`src/montgomery_modular_exponentiation_unit_macros.svh`:
```
// Assertion helpers for the RTL, included by mmeu_ctrl.sv.
`ifndef MONTGOMERY_MODULAR_EXPONENTIATION_UNIT_MACROS_SVH
`define MONTGOMERY_MODULAR_EXPONENTIATION_UNIT_MACROS_SVH

`ifndef ASSERT_OFF
// Checked on every rising clock edge while reset is released.
`define MMEU_ASSERT(lbl, prop, msg) \
    lbl: assert property (@(posedge i_clk) disable iff (!i_rst_n) prop) else $error(msg);
// Checked on every rising clock edge, reset included.
`define MMEU_ASSERT_ALWAYS(lbl, prop, msg) \
    lbl: assert property (@(posedge i_clk) prop) else $error(msg);
`else
`define MMEU_ASSERT(lbl, prop, msg)
`define MMEU_ASSERT_ALWAYS(lbl, prop, msg)
`endif

`endif

```
`src/mmeu_pkg.sv`:
```
package mmeu_pkg;

    localparam int WORD_W = 32;

    typedef logic [WORD_W-1:0]   t_word;
    typedef logic [2*WORD_W-1:0] t_dword;

    // Configuration register indexes.
    typedef logic [0:0] t_cfg_idx;
    localparam t_cfg_idx CFG_MODULUS  = 1'b0;
    localparam t_cfg_idx CFG_EXPONENT = 1'b1;

    // Shared step counter: covers the 64 doubling steps.
    typedef logic [5:0] t_cnt;
    localparam t_cnt INV_LAST = 6'd4;
    localparam t_cnt DBL_LAST = 6'd63;
    localparam logic [4:0] BIT_LAST = 5'd31;

    // Montgomery reductions issued by the sequencer.
    typedef enum logic [2:0] {
        OP_X0    = 3'd0,
        OP_ACC0  = 3'd1,
        OP_MULT  = 3'd2,
        OP_SQR   = 3'd3,
        OP_FINAL = 3'd4
    } t_op;

    // Completion handed from the sequencer to the output stage.
    typedef struct packed {
        logic  done;
        logic  err;
        t_word result;
    } t_res;

endpackage

```
`src/mmeu_in_if.sv`:
```
interface mmeu_in_if import mmeu_pkg::*; ();
    logic  valid;
    logic  ready;
    t_word base;

    modport source (output valid, output base, input ready);
    modport sink   (input valid, input base, output ready);
endinterface

```
`src/mmeu_out_if.sv`:
```
interface mmeu_out_if import mmeu_pkg::*; ();
    logic  valid;
    logic  ready;
    t_word result;
    logic  modulus_error;

    modport source (output valid, output result, output modulus_error, input ready);
    modport sink   (input valid, input result, input modulus_error, output ready);
endinterface

```
`src/montgomery_modular_exponentiation_unit.sv`:
```
// Montgomery modular exponentiation, 32-bit: result = base^exponent mod modulus.
// Configure modulus (index 0, reset 1) and exponent (index 1, reset 0) through
// the write port while the unit is idle; each write lands on the clock edge at
// which i_cfg_we is high. Each base item on i_in produces exactly one item on
// o_out carrying the result and a modulus_error flag. A zero or even modulus
// yields result 0 with modulus_error set; the sequencer goes straight to done.
// For a valid modulus one 32x32 multiplier, shared under a small sequencer,
// forms every product. The sequencer derives n^-1 mod 2^32, runs modular
// doubling to derive R^2 mod n, brings base and one into Montgomery form,
// does a square per exponent bit plus a multiply per set bit, and ends with
// the final conversion.
// The unit takes one item at a time, since i_in.ready is high only when the
// sequencer is idle.
// Results sit in an output register, so a new item is accepted while an earlier
// result still waits for the receiver. If the receiver stalls and a second
// result is ready, the sequencer holds it until the output register frees up.
// Synchronous active-low reset returns the sequencer to idle, empties the
// output register and restores the configuration registers.
module montgomery_modular_exponentiation_unit import mmeu_pkg::*; (
    input  logic            i_clk,
    input  logic            i_rst_n,
    mmeu_in_if.sink         i_in,
    mmeu_out_if.source      o_out,
    input  logic            i_cfg_we,
    input  t_cfg_idx        i_cfg_idx,
    input  t_word           i_cfg_data
);

    t_word r_modulus;
    t_word r_exponent;
    logic  r_ovalid;
    t_word r_result;
    logic  r_err;

    logic  seq_ready;
    logic  slot_free;
    t_res  seq_res;

    // The output register can take a result when empty or being drained.
    assign slot_free = !r_ovalid || o_out.ready;

    mmeu_ctrl u_ctrl (
        .i_clk       (i_clk),
        .i_rst_n     (i_rst_n),
        .i_start     (i_in.valid && seq_ready),
        .i_base      (i_in.base),
        .i_modulus   (r_modulus),
        .i_exponent  (r_exponent),
        .i_slot_free (slot_free),
        .o_ready     (seq_ready),
        .o_res       (seq_res)
    );

    assign i_in.ready = seq_ready;

    // Configuration registers.
    always_ff @(posedge i_clk) begin
        if (!i_rst_n) begin
            r_modulus  <= 32'd1;
            r_exponent <= '0;
        end else if (i_cfg_we) begin
            case (i_cfg_idx)
                CFG_MODULUS:  r_modulus  <= i_cfg_data;
                CFG_EXPONENT: r_exponent <= i_cfg_data;
                default:      r_modulus  <= r_modulus;
            endcase
        end
    end

    // Output register.
    always_ff @(posedge i_clk) begin
        if (!i_rst_n) begin
            r_ovalid <= 1'b0;
        end else if (seq_res.done) begin
            r_ovalid <= 1'b1;
        end else if (o_out.ready) begin
            r_ovalid <= 1'b0;
        end
    end

    always_ff @(posedge i_clk) begin
        if (seq_res.done) begin
            r_result <= seq_res.result;
            r_err    <= seq_res.err;
        end
    end

    assign o_out.valid         = r_ovalid;
    assign o_out.result        = r_result;
    assign o_out.modulus_error = r_err;

endmodule

```
`src/mmeu_mul.sv`:
```
module mmeu_mul import mmeu_pkg::*; (
    input  logic   i_clk,
    input  logic   i_en,
    input  t_word  i_a,
    input  t_word  i_b,
    output t_dword o_p
);

    t_dword r_p;

    always_ff @(posedge i_clk) begin
        if (i_en) begin
            r_p <= t_dword'(i_a) * t_dword'(i_b);
        end
    end

    assign o_p = r_p;

endmodule

```
`src/mmeu_ctrl.sv`:
```
`include "montgomery_modular_exponentiation_unit_macros.svh"

module mmeu_ctrl import mmeu_pkg::*; (
    input  logic  i_clk,
    input  logic  i_rst_n,
    input  logic  i_start,
    input  t_word i_base,
    input  t_word i_modulus,
    input  t_word i_exponent,
    input  logic  i_slot_free,
    output logic  o_ready,
    output t_res  o_res
);

    typedef enum logic [9:0] {
        S_IDLE = 10'b0000000001,
        S_NA   = 10'b0000000010,
        S_NB   = 10'b0000000100,
        S_NC   = 10'b0000001000,
        S_DBL  = 10'b0000010000,
        S_PROD = 10'b0000100000,
        S_RA   = 10'b0001000000,
        S_RB   = 10'b0010000000,
        S_RC   = 10'b0100000000,
        S_DONE = 10'b1000000000
    } t_state;

    t_state r_state, n_state;
    t_op    r_op, n_op;
    t_cnt   r_cnt, n_cnt;
    t_word  r_n, n_n;
    t_word  r_e, n_e;
    t_word  r_base, n_base;
    t_word  r_ninv, n_ninv;
    t_word  r_rem, n_rem;
    t_word  r_x, n_x;
    t_word  r_acc, n_acc;
    t_dword r_t, n_t;
    t_word  r_res, n_res;
    logic   r_err, n_err;

    logic   mul_en;
    t_word  mul_a, mul_b;
    t_dword mul_p;

    t_dword     t_src;
    t_dword     diff;
    t_word      red;
    logic [WORD_W:0] rem2;
    logic [4:0] nxt_bit;

    mmeu_mul u_mul (
        .i_clk (i_clk),
        .i_en  (mul_en),
        .i_a   (mul_a),
        .i_b   (mul_b),
        .o_p   (mul_p)
    );

    always_comb begin
        n_state = r_state;
        n_op    = r_op;
        n_cnt   = r_cnt;
        n_n     = r_n;
        n_e     = r_e;
        n_base  = r_base;
        n_ninv  = r_ninv;
        n_rem   = r_rem;
        n_x     = r_x;
        n_acc   = r_acc;
        n_t     = r_t;
        n_res   = r_res;
        n_err   = r_err;
        mul_en  = 1'b0;
        mul_a   = '0;
        mul_b   = '0;
        o_res   = '{done: 1'b0, err: r_err, result: r_res};

        // Operand of a reduction: a fresh product or a single word.
        if (r_op == OP_X0 || r_op == OP_MULT || r_op == OP_SQR) begin
            t_src = mul_p;
        end else if (r_op == OP_ACC0) begin
            t_src = {{WORD_W{1'b0}}, r_rem};
        end else begin
            t_src = {{WORD_W{1'b0}}, r_acc};
        end

        // (t - m*n) / R, adding n back when the difference went negative.
        diff    = r_t - mul_p;
        red     = diff[2*WORD_W-1:WORD_W] + ((r_t < mul_p) ? r_n : '0);
        rem2    = {r_rem, 1'b0};
        nxt_bit = r_cnt[4:0] + 5'd1;

        case (r_state)
            S_IDLE: begin
                if (i_start) begin
                    n_base = i_base;
                    n_n    = i_modulus;
                    n_e    = i_exponent;
                    n_ninv = i_modulus;
                    n_cnt  = '0;
                    if (i_modulus == '0 || !i_modulus[0]) begin
                        n_res   = '0;
                        n_err   = 1'b1;
                        n_state = S_DONE;
                    end else begin
                        n_state = S_NA;
                    end
                end
            end
            S_NA: begin
                mul_en  = 1'b1;
                mul_a   = r_n;
                mul_b   = r_ninv;
                n_state = S_NB;
            end
            S_NB: begin
                mul_en  = 1'b1;
                mul_a   = r_ninv;
                mul_b   = 32'd2 - mul_p[WORD_W-1:0];
                n_state = S_NC;
            end
            S_NC: begin
                n_ninv = mul_p[WORD_W-1:0];
                if (r_cnt == INV_LAST) begin
                    n_cnt   = '0;
                    n_rem   = {{(WORD_W-1){1'b0}}, (r_n != 32'd1)};
                    n_state = S_DBL;
                end else begin
                    n_cnt   = r_cnt + 6'd1;
                    n_state = S_NA;
                end
            end
            S_DBL: begin
                // 64 modular doublings of one give R^2 mod n.
                if (rem2 >= {1'b0, r_n}) begin
                    n_rem = t_word'(rem2 - {1'b0, r_n});
                end else begin
                    n_rem = rem2[WORD_W-1:0];
                end
                if (r_cnt == DBL_LAST) begin
                    n_cnt   = '0;
                    n_op    = OP_X0;
                    n_state = S_PROD;
                end else begin
                    n_cnt = r_cnt + 6'd1;
                end
            end
            S_PROD: begin
                mul_en = 1'b1;
                if (r_op == OP_X0) begin
                    mul_a = r_base;
                    mul_b = r_rem;
                end else if (r_op == OP_MULT) begin
                    mul_a = r_acc;
                    mul_b = r_x;
                end else begin
                    mul_a = r_x;
                    mul_b = r_x;
                end
                n_state = S_RA;
            end
            S_RA: begin
                n_t     = t_src;
                mul_en  = 1'b1;
                mul_a   = t_src[WORD_W-1:0];
                mul_b   = r_ninv;
                n_state = S_RB;
            end
            S_RB: begin
                mul_en  = 1'b1;
                mul_a   = mul_p[WORD_W-1:0];
                mul_b   = r_n;
                n_state = S_RC;
            end
            S_RC: begin
                case (r_op)
                    OP_X0: begin
                        n_x     = red;
                        n_op    = OP_ACC0;
                        n_state = S_RA;
                    end
                    OP_ACC0: begin
                        n_acc   = red;
                        n_op    = r_e[0] ? OP_MULT : OP_SQR;
                        n_state = S_PROD;
                    end
                    OP_MULT: begin
                        n_acc   = red;
                        n_op    = OP_SQR;
                        n_state = S_PROD;
                    end
                    OP_SQR: begin
                        n_x = red;
                        if (r_cnt[4:0] == BIT_LAST) begin
                            n_op    = OP_FINAL;
                            n_state = S_RA;
                        end else begin
                            n_cnt   = r_cnt + 6'd1;
                            n_op    = r_e[nxt_bit] ? OP_MULT : OP_SQR;
                            n_state = S_PROD;
                        end
                    end
                    OP_FINAL: begin
                        n_res   = red;
                        n_err   = 1'b0;
                        n_state = S_DONE;
                    end
                    default: begin
                        n_state = S_IDLE;
                    end
                endcase
            end
            S_DONE: begin
                if (i_slot_free) begin
                    o_res.done = 1'b1;
                    n_state    = S_IDLE;
                end
            end
            default: begin
                n_state = S_IDLE;
            end
        endcase
    end

    assign o_ready = (r_state == S_IDLE);

    always_ff @(posedge i_clk) begin
        if (!i_rst_n) begin
            r_state <= S_IDLE;
            r_op    <= OP_X0;
            r_cnt   <= '0;
        end else begin
            r_state <= n_state;
            r_op    <= n_op;
            r_cnt   <= n_cnt;
        end
    end

    always_ff @(posedge i_clk) begin
        r_n    <= n_n;
        r_e    <= n_e;
        r_base <= n_base;
        r_ninv <= n_ninv;
        r_rem  <= n_rem;
        r_x    <= n_x;
        r_acc  <= n_acc;
        r_t    <= n_t;
        r_res  <= n_res;
        r_err  <= n_err;
    end

    `MMEU_ASSERT(a_busy_after_start, i_start |=> !o_ready, "sequencer still ready after start")
    `MMEU_ASSERT(a_done_needs_slot, o_res.done |-> i_slot_free, "result finished into full slot")
    `MMEU_ASSERT(a_rem_below_n, (r_state == S_DBL) |-> (r_rem < r_n), "R^2 remainder not below n")
    `MMEU_ASSERT(a_ninv_valid, (r_state == S_DBL) |-> (t_word'(r_n * r_ninv) == 32'd1), "bad n inverse")

endmodule

```
`src/flat_wrapper.sv`:
```
// flat-port wrapper written by rule: the top's interface ports become plain ports
module montgomery_modular_exponentiation_unit_flat import mmeu_pkg::*;
  (i_clk, i_rst_n, i_cfg_we, i_cfg_idx, i_cfg_data, i_in_valid, i_in_base, i_in_ready, o_out_valid, o_out_result, o_out_modulus_error, o_out_ready);
  mmeu_in_if i_in_i ();
  mmeu_out_if o_out_i ();
  input  logic i_clk;
  input  logic i_rst_n;
  input  logic i_cfg_we;
  input  t_cfg_idx i_cfg_idx;
  input  t_word i_cfg_data;
  input wire logic [$bits(i_in_i.valid)-1:0] i_in_valid;
  input wire logic [$bits(i_in_i.base)-1:0] i_in_base;
  output wire logic [$bits(i_in_i.ready)-1:0] i_in_ready;
  output wire logic [$bits(o_out_i.valid)-1:0] o_out_valid;
  output wire logic [$bits(o_out_i.result)-1:0] o_out_result;
  output wire logic [$bits(o_out_i.modulus_error)-1:0] o_out_modulus_error;
  input wire logic [$bits(o_out_i.ready)-1:0] o_out_ready;
  assign i_in_i.valid = i_in_valid;
  assign i_in_i.base = i_in_base;
  assign i_in_ready = i_in_i.ready;
  assign o_out_valid = o_out_i.valid;
  assign o_out_result = o_out_i.result;
  assign o_out_modulus_error = o_out_i.modulus_error;
  assign o_out_i.ready = o_out_ready;
  montgomery_modular_exponentiation_unit u_core (.i_clk(i_clk), .i_rst_n(i_rst_n), .i_in(i_in_i), .o_out(o_out_i), .i_cfg_we(i_cfg_we), .i_cfg_idx(i_cfg_idx), .i_cfg_data(i_cfg_data));
endmodule
```
`config.mk`:
```
export PLATFORM = sky130hd
export DESIGN_NAME = montgomery_modular_exponentiation_unit_flat
export DESIGN_NICKNAME = d
export VERILOG_FILES = /design/src/mmeu_pkg.sv /design/src/mmeu_in_if.sv /design/src/mmeu_out_if.sv /design/src/montgomery_modular_exponentiation_unit.sv /design/src/mmeu_mul.sv /design/src/mmeu_ctrl.sv /design/src/flat_wrapper.sv
export VERILOG_INCLUDE_DIRS = /design/src /design/src/src
export SDC_FILE = /design/constraint.sdc
export NUM_CORES = 2
export LEC_CHECK = 0
export BUFFER_PORTS_ARGS = -buffer_cell sky130_fd_sc_hd__buf_2
export CAP_MARGIN = 0
export CORE_MARGIN = 2
export CORE_UTILIZATION = 30
export CTS_CLUSTER_DIAMETER = 50
export DETAILED_ROUTE_END_ITERATION = 12
export PLACE_DENSITY = 0.44
export SLEW_MARGIN = 10
export SYNTH_ARGS = -nofsm -noshare
export SYNTH_HDL_FRONTEND = slang
export SYNTH_HIERARCHICAL = 1
export SYNTH_SLANG_ARGS = --single-unit
```
`constraint.sdc`:
```
create_clock -name i_clk -period 9.95 [get_ports i_clk]
set_clock_uncertainty 0.2 [all_clocks]
set_input_delay 0.4975 -clock i_clk [delete_from_list [all_inputs] [get_ports i_clk]]
set_output_delay 0.4975 -clock i_clk [all_outputs]
set_load 0.1 [all_outputs]
```
==> metrics.txt <==
outcome=completed; critical path's most frequent cell=fa_1; io pins=105; share of the synthesized area in the top cell type=0.2953; worst hold stages=3; Compound-Gate Fraction of Synth Area=0.09170; top post-synthesis cells by count=988 x inv_1, 898 x fa_1, 835 x nand2_1, 650 x and2_1, 418 x edfxtp_1; kind of critical path=register to register; detailed-route DRC error count=0; CP endpoint kind=register; Layout Area Growth over Synthesis=12.52%; Logic pwr share=0.295; internal power=0.004649 W; Die Area=206600 um^2; sequential power share=0.392; DR WL/cell=21.93 um; CP Launch Type=register; number of I/O port buffers=104; mux contribution to synthesized area=0.02460; Net Count, Synth=7703; CTS tree=built; vias per cell=4.965; Max rail drop VDD=0.1299 mV; Post-Synth Adder-Cell Area=0.3760; Final #Nets=7791; htree depth=2; Setup violations, final=0; dominant cells by area after synthesis=fa_1 30%, edfxtp_1 21%, ha_1 8.1%; filler instances=20910; largest family of logic cells by synthesized area=adder cells; HP Class=primary input to register; most frequent cell after synthesis=inv_1; Max Buffers Root-to-Sink=3; first-pass GRT wire length=305300 um; Max Cap Viol=0; Post-Syn Area per Cell=9.600 um^2; final core occ=0.3393; total wire length=200800 um; Max Slew Vio Count=0; all-layer global routing usage=0.1952; worst path required time=10.15 ns; Net Sw Power=0.002682 W; antenna viol nets, final=0; Final Wtd Congestion=0.9136; Die H=454.5 um; global route overflow=0; simple-gate share of the synthesized area=0.1654; post-route minimum period=9.584 ns; worst rel slew slack=0.1730; critical path's slowest cell=a221oi_1; Core Box Area=201900 um^2; Crit Path Max Fanout=26; Reg2Reg Depth=29; antenna violations before repair=5; r2r startpoint=u_core/u_ctrl/r_state[4]$_SDFFE_PN0P_; LEAKAGE=30.12 nW; synthesized area=60880 um^2; row cnt=165; Worst path max stage delay=0.68 ns; number of flops mapped to enable cells by yosys=418; number of global-route vias before repair=47700; Peak Freq=104.3 MHz; CTS clock-pin slew for the worst setup and hold paths=0.07 ns; critical path arrival=9.78 ns; Top FF cell, synth=edfxtp_1; min-delay src=i_cfg_data[1]; Ys Warns=6; Worst Hold End=u_core/r_modulus[1]$_SDFFE_PN0P_; setup ws final=0.3658 ns; sequential cell area fraction in the yosys report=0.2338; crit-path leading delay family=adder cells; via count=45460; HPWL after DPL=160200 um; Setup TNS=0 ns; worst reg2reg endpoint=u_core/u_ctrl/u_mul/o_p[63]$_DFFE_PP_; TritonCTS Buffers=60; clk_lat worst skew=0.66 ns; largest net degree at the start of global routing=102; Synth Register Bits=502; crit path buf inv count=5; initial core utilization=0.3015; DR iter-0 viols=3049; switching portion of total power=0.3658; router iterations before antenna repair=6; Synth Area in XOR/XNOR=0.02489; Final Cycle Share=0.9632; Pwr Density=107.0 nW/um^2; leading area contributor after synthesis=fa_1; share of post-route cells with drive strength above 1=0.07698; Slew @ Worst Pin=1.232 ns; total power=0.007330 W; cells after synthesis=6342; clk sinks=502; clock share of power=0.312; Reg2Reg Setup Slack=0.37 ns; async set or reset register ratio after synthesis=0; pre-CTS setup slack=0.03679 ns; Netlist cell types=90; CTS root buf=clkbuf_16; Hold Vio Cnt, Final=0; Die Wd=454.5 um
## layout by cell type (no fill, tap or decap), types with 52 or more instances in the layout
cell,count
nand3_1,52
dlygate4sd3_1,64
buf_4,150
a21o_1,64
o21ai_0,147
fa_1,898
dfxtp_1,82
nor3_1,95
inv_1,987
clkbuf_16,61
buf_2,103
a221oi_1,63
nor2_1,210
edfxtp_1,418
ha_1,393
xnor2_1,119
mux2i_1,126
xor2_1,54
a21oi_1,248
and2_1,649
nand2_1,831
## per-layer routing
metal | track usage | up-vias | routed length (um)
met2 | 0.3384 | 1001 | 99330
li1 | - | 20690 | -
met4 | 0.04134 | 0 | 4603
met3 | 0.01656 | 218 | 7719
met5 | 0 | - | 0
met1 | 0.2647 | 23550 | 89100
## how the worst max path moves through the flow
stage                                     startpoint                                    end  slack [ns]  cells after the start
3_5_place_dp    u_core/u_ctrl/u_mul/o_p[0]$_DFFE_PP_  u_core/u_ctrl/u_mul/o_p[42]$_DFFE_PP_        0.04                     31
6_report       u_core/u_ctrl/r_state[4]$_SDFFE_PN0P_  u_core/u_ctrl/u_mul/o_p[63]$_DFFE_PP_        0.37                     29
3_3_place_gp    u_core/u_ctrl/u_mul/o_p[0]$_DFFE_PP_  u_core/u_ctrl/u_mul/o_p[42]$_DFFE_PP_        0.09                     31
4_1_cts         u_core/u_ctrl/u_mul/o_p[0]$_DFFE_PP_  u_core/u_ctrl/u_mul/o_p[42]$_DFFE_PP_        0.02                     31
5_1_grt         u_core/u_ctrl/u_mul/o_p[1]$_DFFE_PP_  u_core/u_ctrl/u_mul/o_p[59]$_DFFE_PP_       -0.07                     30
2_1_floorplan  u_core/u_ctrl/r_state[4]$_SDFFE_PN0P_  u_core/u_ctrl/u_mul/o_p[63]$_DFFE_PP_        0.51                     30
## tightest hold or removal path: stages
cell and delay, ns:
buf_2 0.10, nand2_1 0.13, mux2i_1 0.09
## registers in the layout, indices dropped and copies added, names as in the netlist
name                        count
u_core/u_ctrl/r_t              64
u_core/r_modulus               32
u_core/u_ctrl/r_e              32
u_core/u_ctrl/r_n              32
u_core/u_ctrl/r_x              32
u_core/u_ctrl/r_ninv           32
u_core/o_out.modulus_error      1
u_core/o_out.result            32
u_core/u_ctrl/r_op              3
u_core/o_out.valid              1
u_core/u_ctrl/r_err             1
u_core/u_ctrl/r_rem            32
u_core/u_ctrl/r_res            32
u_core/u_ctrl/r_cnt             6
u_core/r_exponent              32
u_core/u_ctrl/u_mul/o_p        64
u_core/u_ctrl/r_acc            32
u_core/u_ctrl/r_state          10
u_core/u_ctrl/r_base           32
## power groups by stage
| stage | Combinational (W) | Clock (W) | Sequential, W |
|---|---|---|---|
| global route | 0.00232 | 0.00243 | 0.00290 |
| detailed placement | 0.00212 | 0 | 0.00292 |
| finish | 0.00217 | 0.00229 | 0.00288 |
| CTS | 0.00215 | 0.00235 | 0.00288 |
| global placement | 0.00211 | 0 | 0.00292 |
| floorplan | 0.00127 | 0 | 0.00282 |
## through the flow
| stage | instances | cell area, um^2 | hold WS [ns] |
|---|---|---|---|
| 2_1_floorplan | 6342 | 60880 | 0.2003 |
| 3_3_place_gp | 8975 | 65660 | 0.2051 |
| 3_5_place_dp | 8975 | 65660 | 0.2045 |
| 4_1_cts | 9153 | 68310 | 0.0006842 |
| 5_1_grt | 9154 | 68500 | 0.009331 |
| 6_report | 9156 | 68510 | 0.02523 |
## cell type report
cell class	instances	area (um^2)	share of cell area
flip-flops and latches	502	14240	0.2078
multi-input cells	4506	41890	0.6114
well taps	2672	3343	0.04880
diodes	2	5.005	0.00007306
clock buffers	74	1595	0.02329
clock inverters	40	416.7	0.006082
inverters	990	3719	0.05428
repair buffers	370	3303	0.04822
## cell families after synthesis
| kind of cell | Yosys count |
|---|---|
| simple gates | 2043 |
| mux | 137 |
| flops | 502 |
| xor+xnor | 173 |
| buf+inv | 1334 |
| fa+ha+maj | 1291 |
| compound gates | 862 |
## repair_timing
| action | CTS | global route |
|---|---|---|
| setup endpoints to repair | 0 | 25 |
| endpoints found under the hold margin | 103 | 0 |
| hold buffers | 64 | 0 |
| resized for setup | 0 | 44 |
| setup buffers | 0 | 1 |
Note: power is estimated with default switching activity, not from simulation.
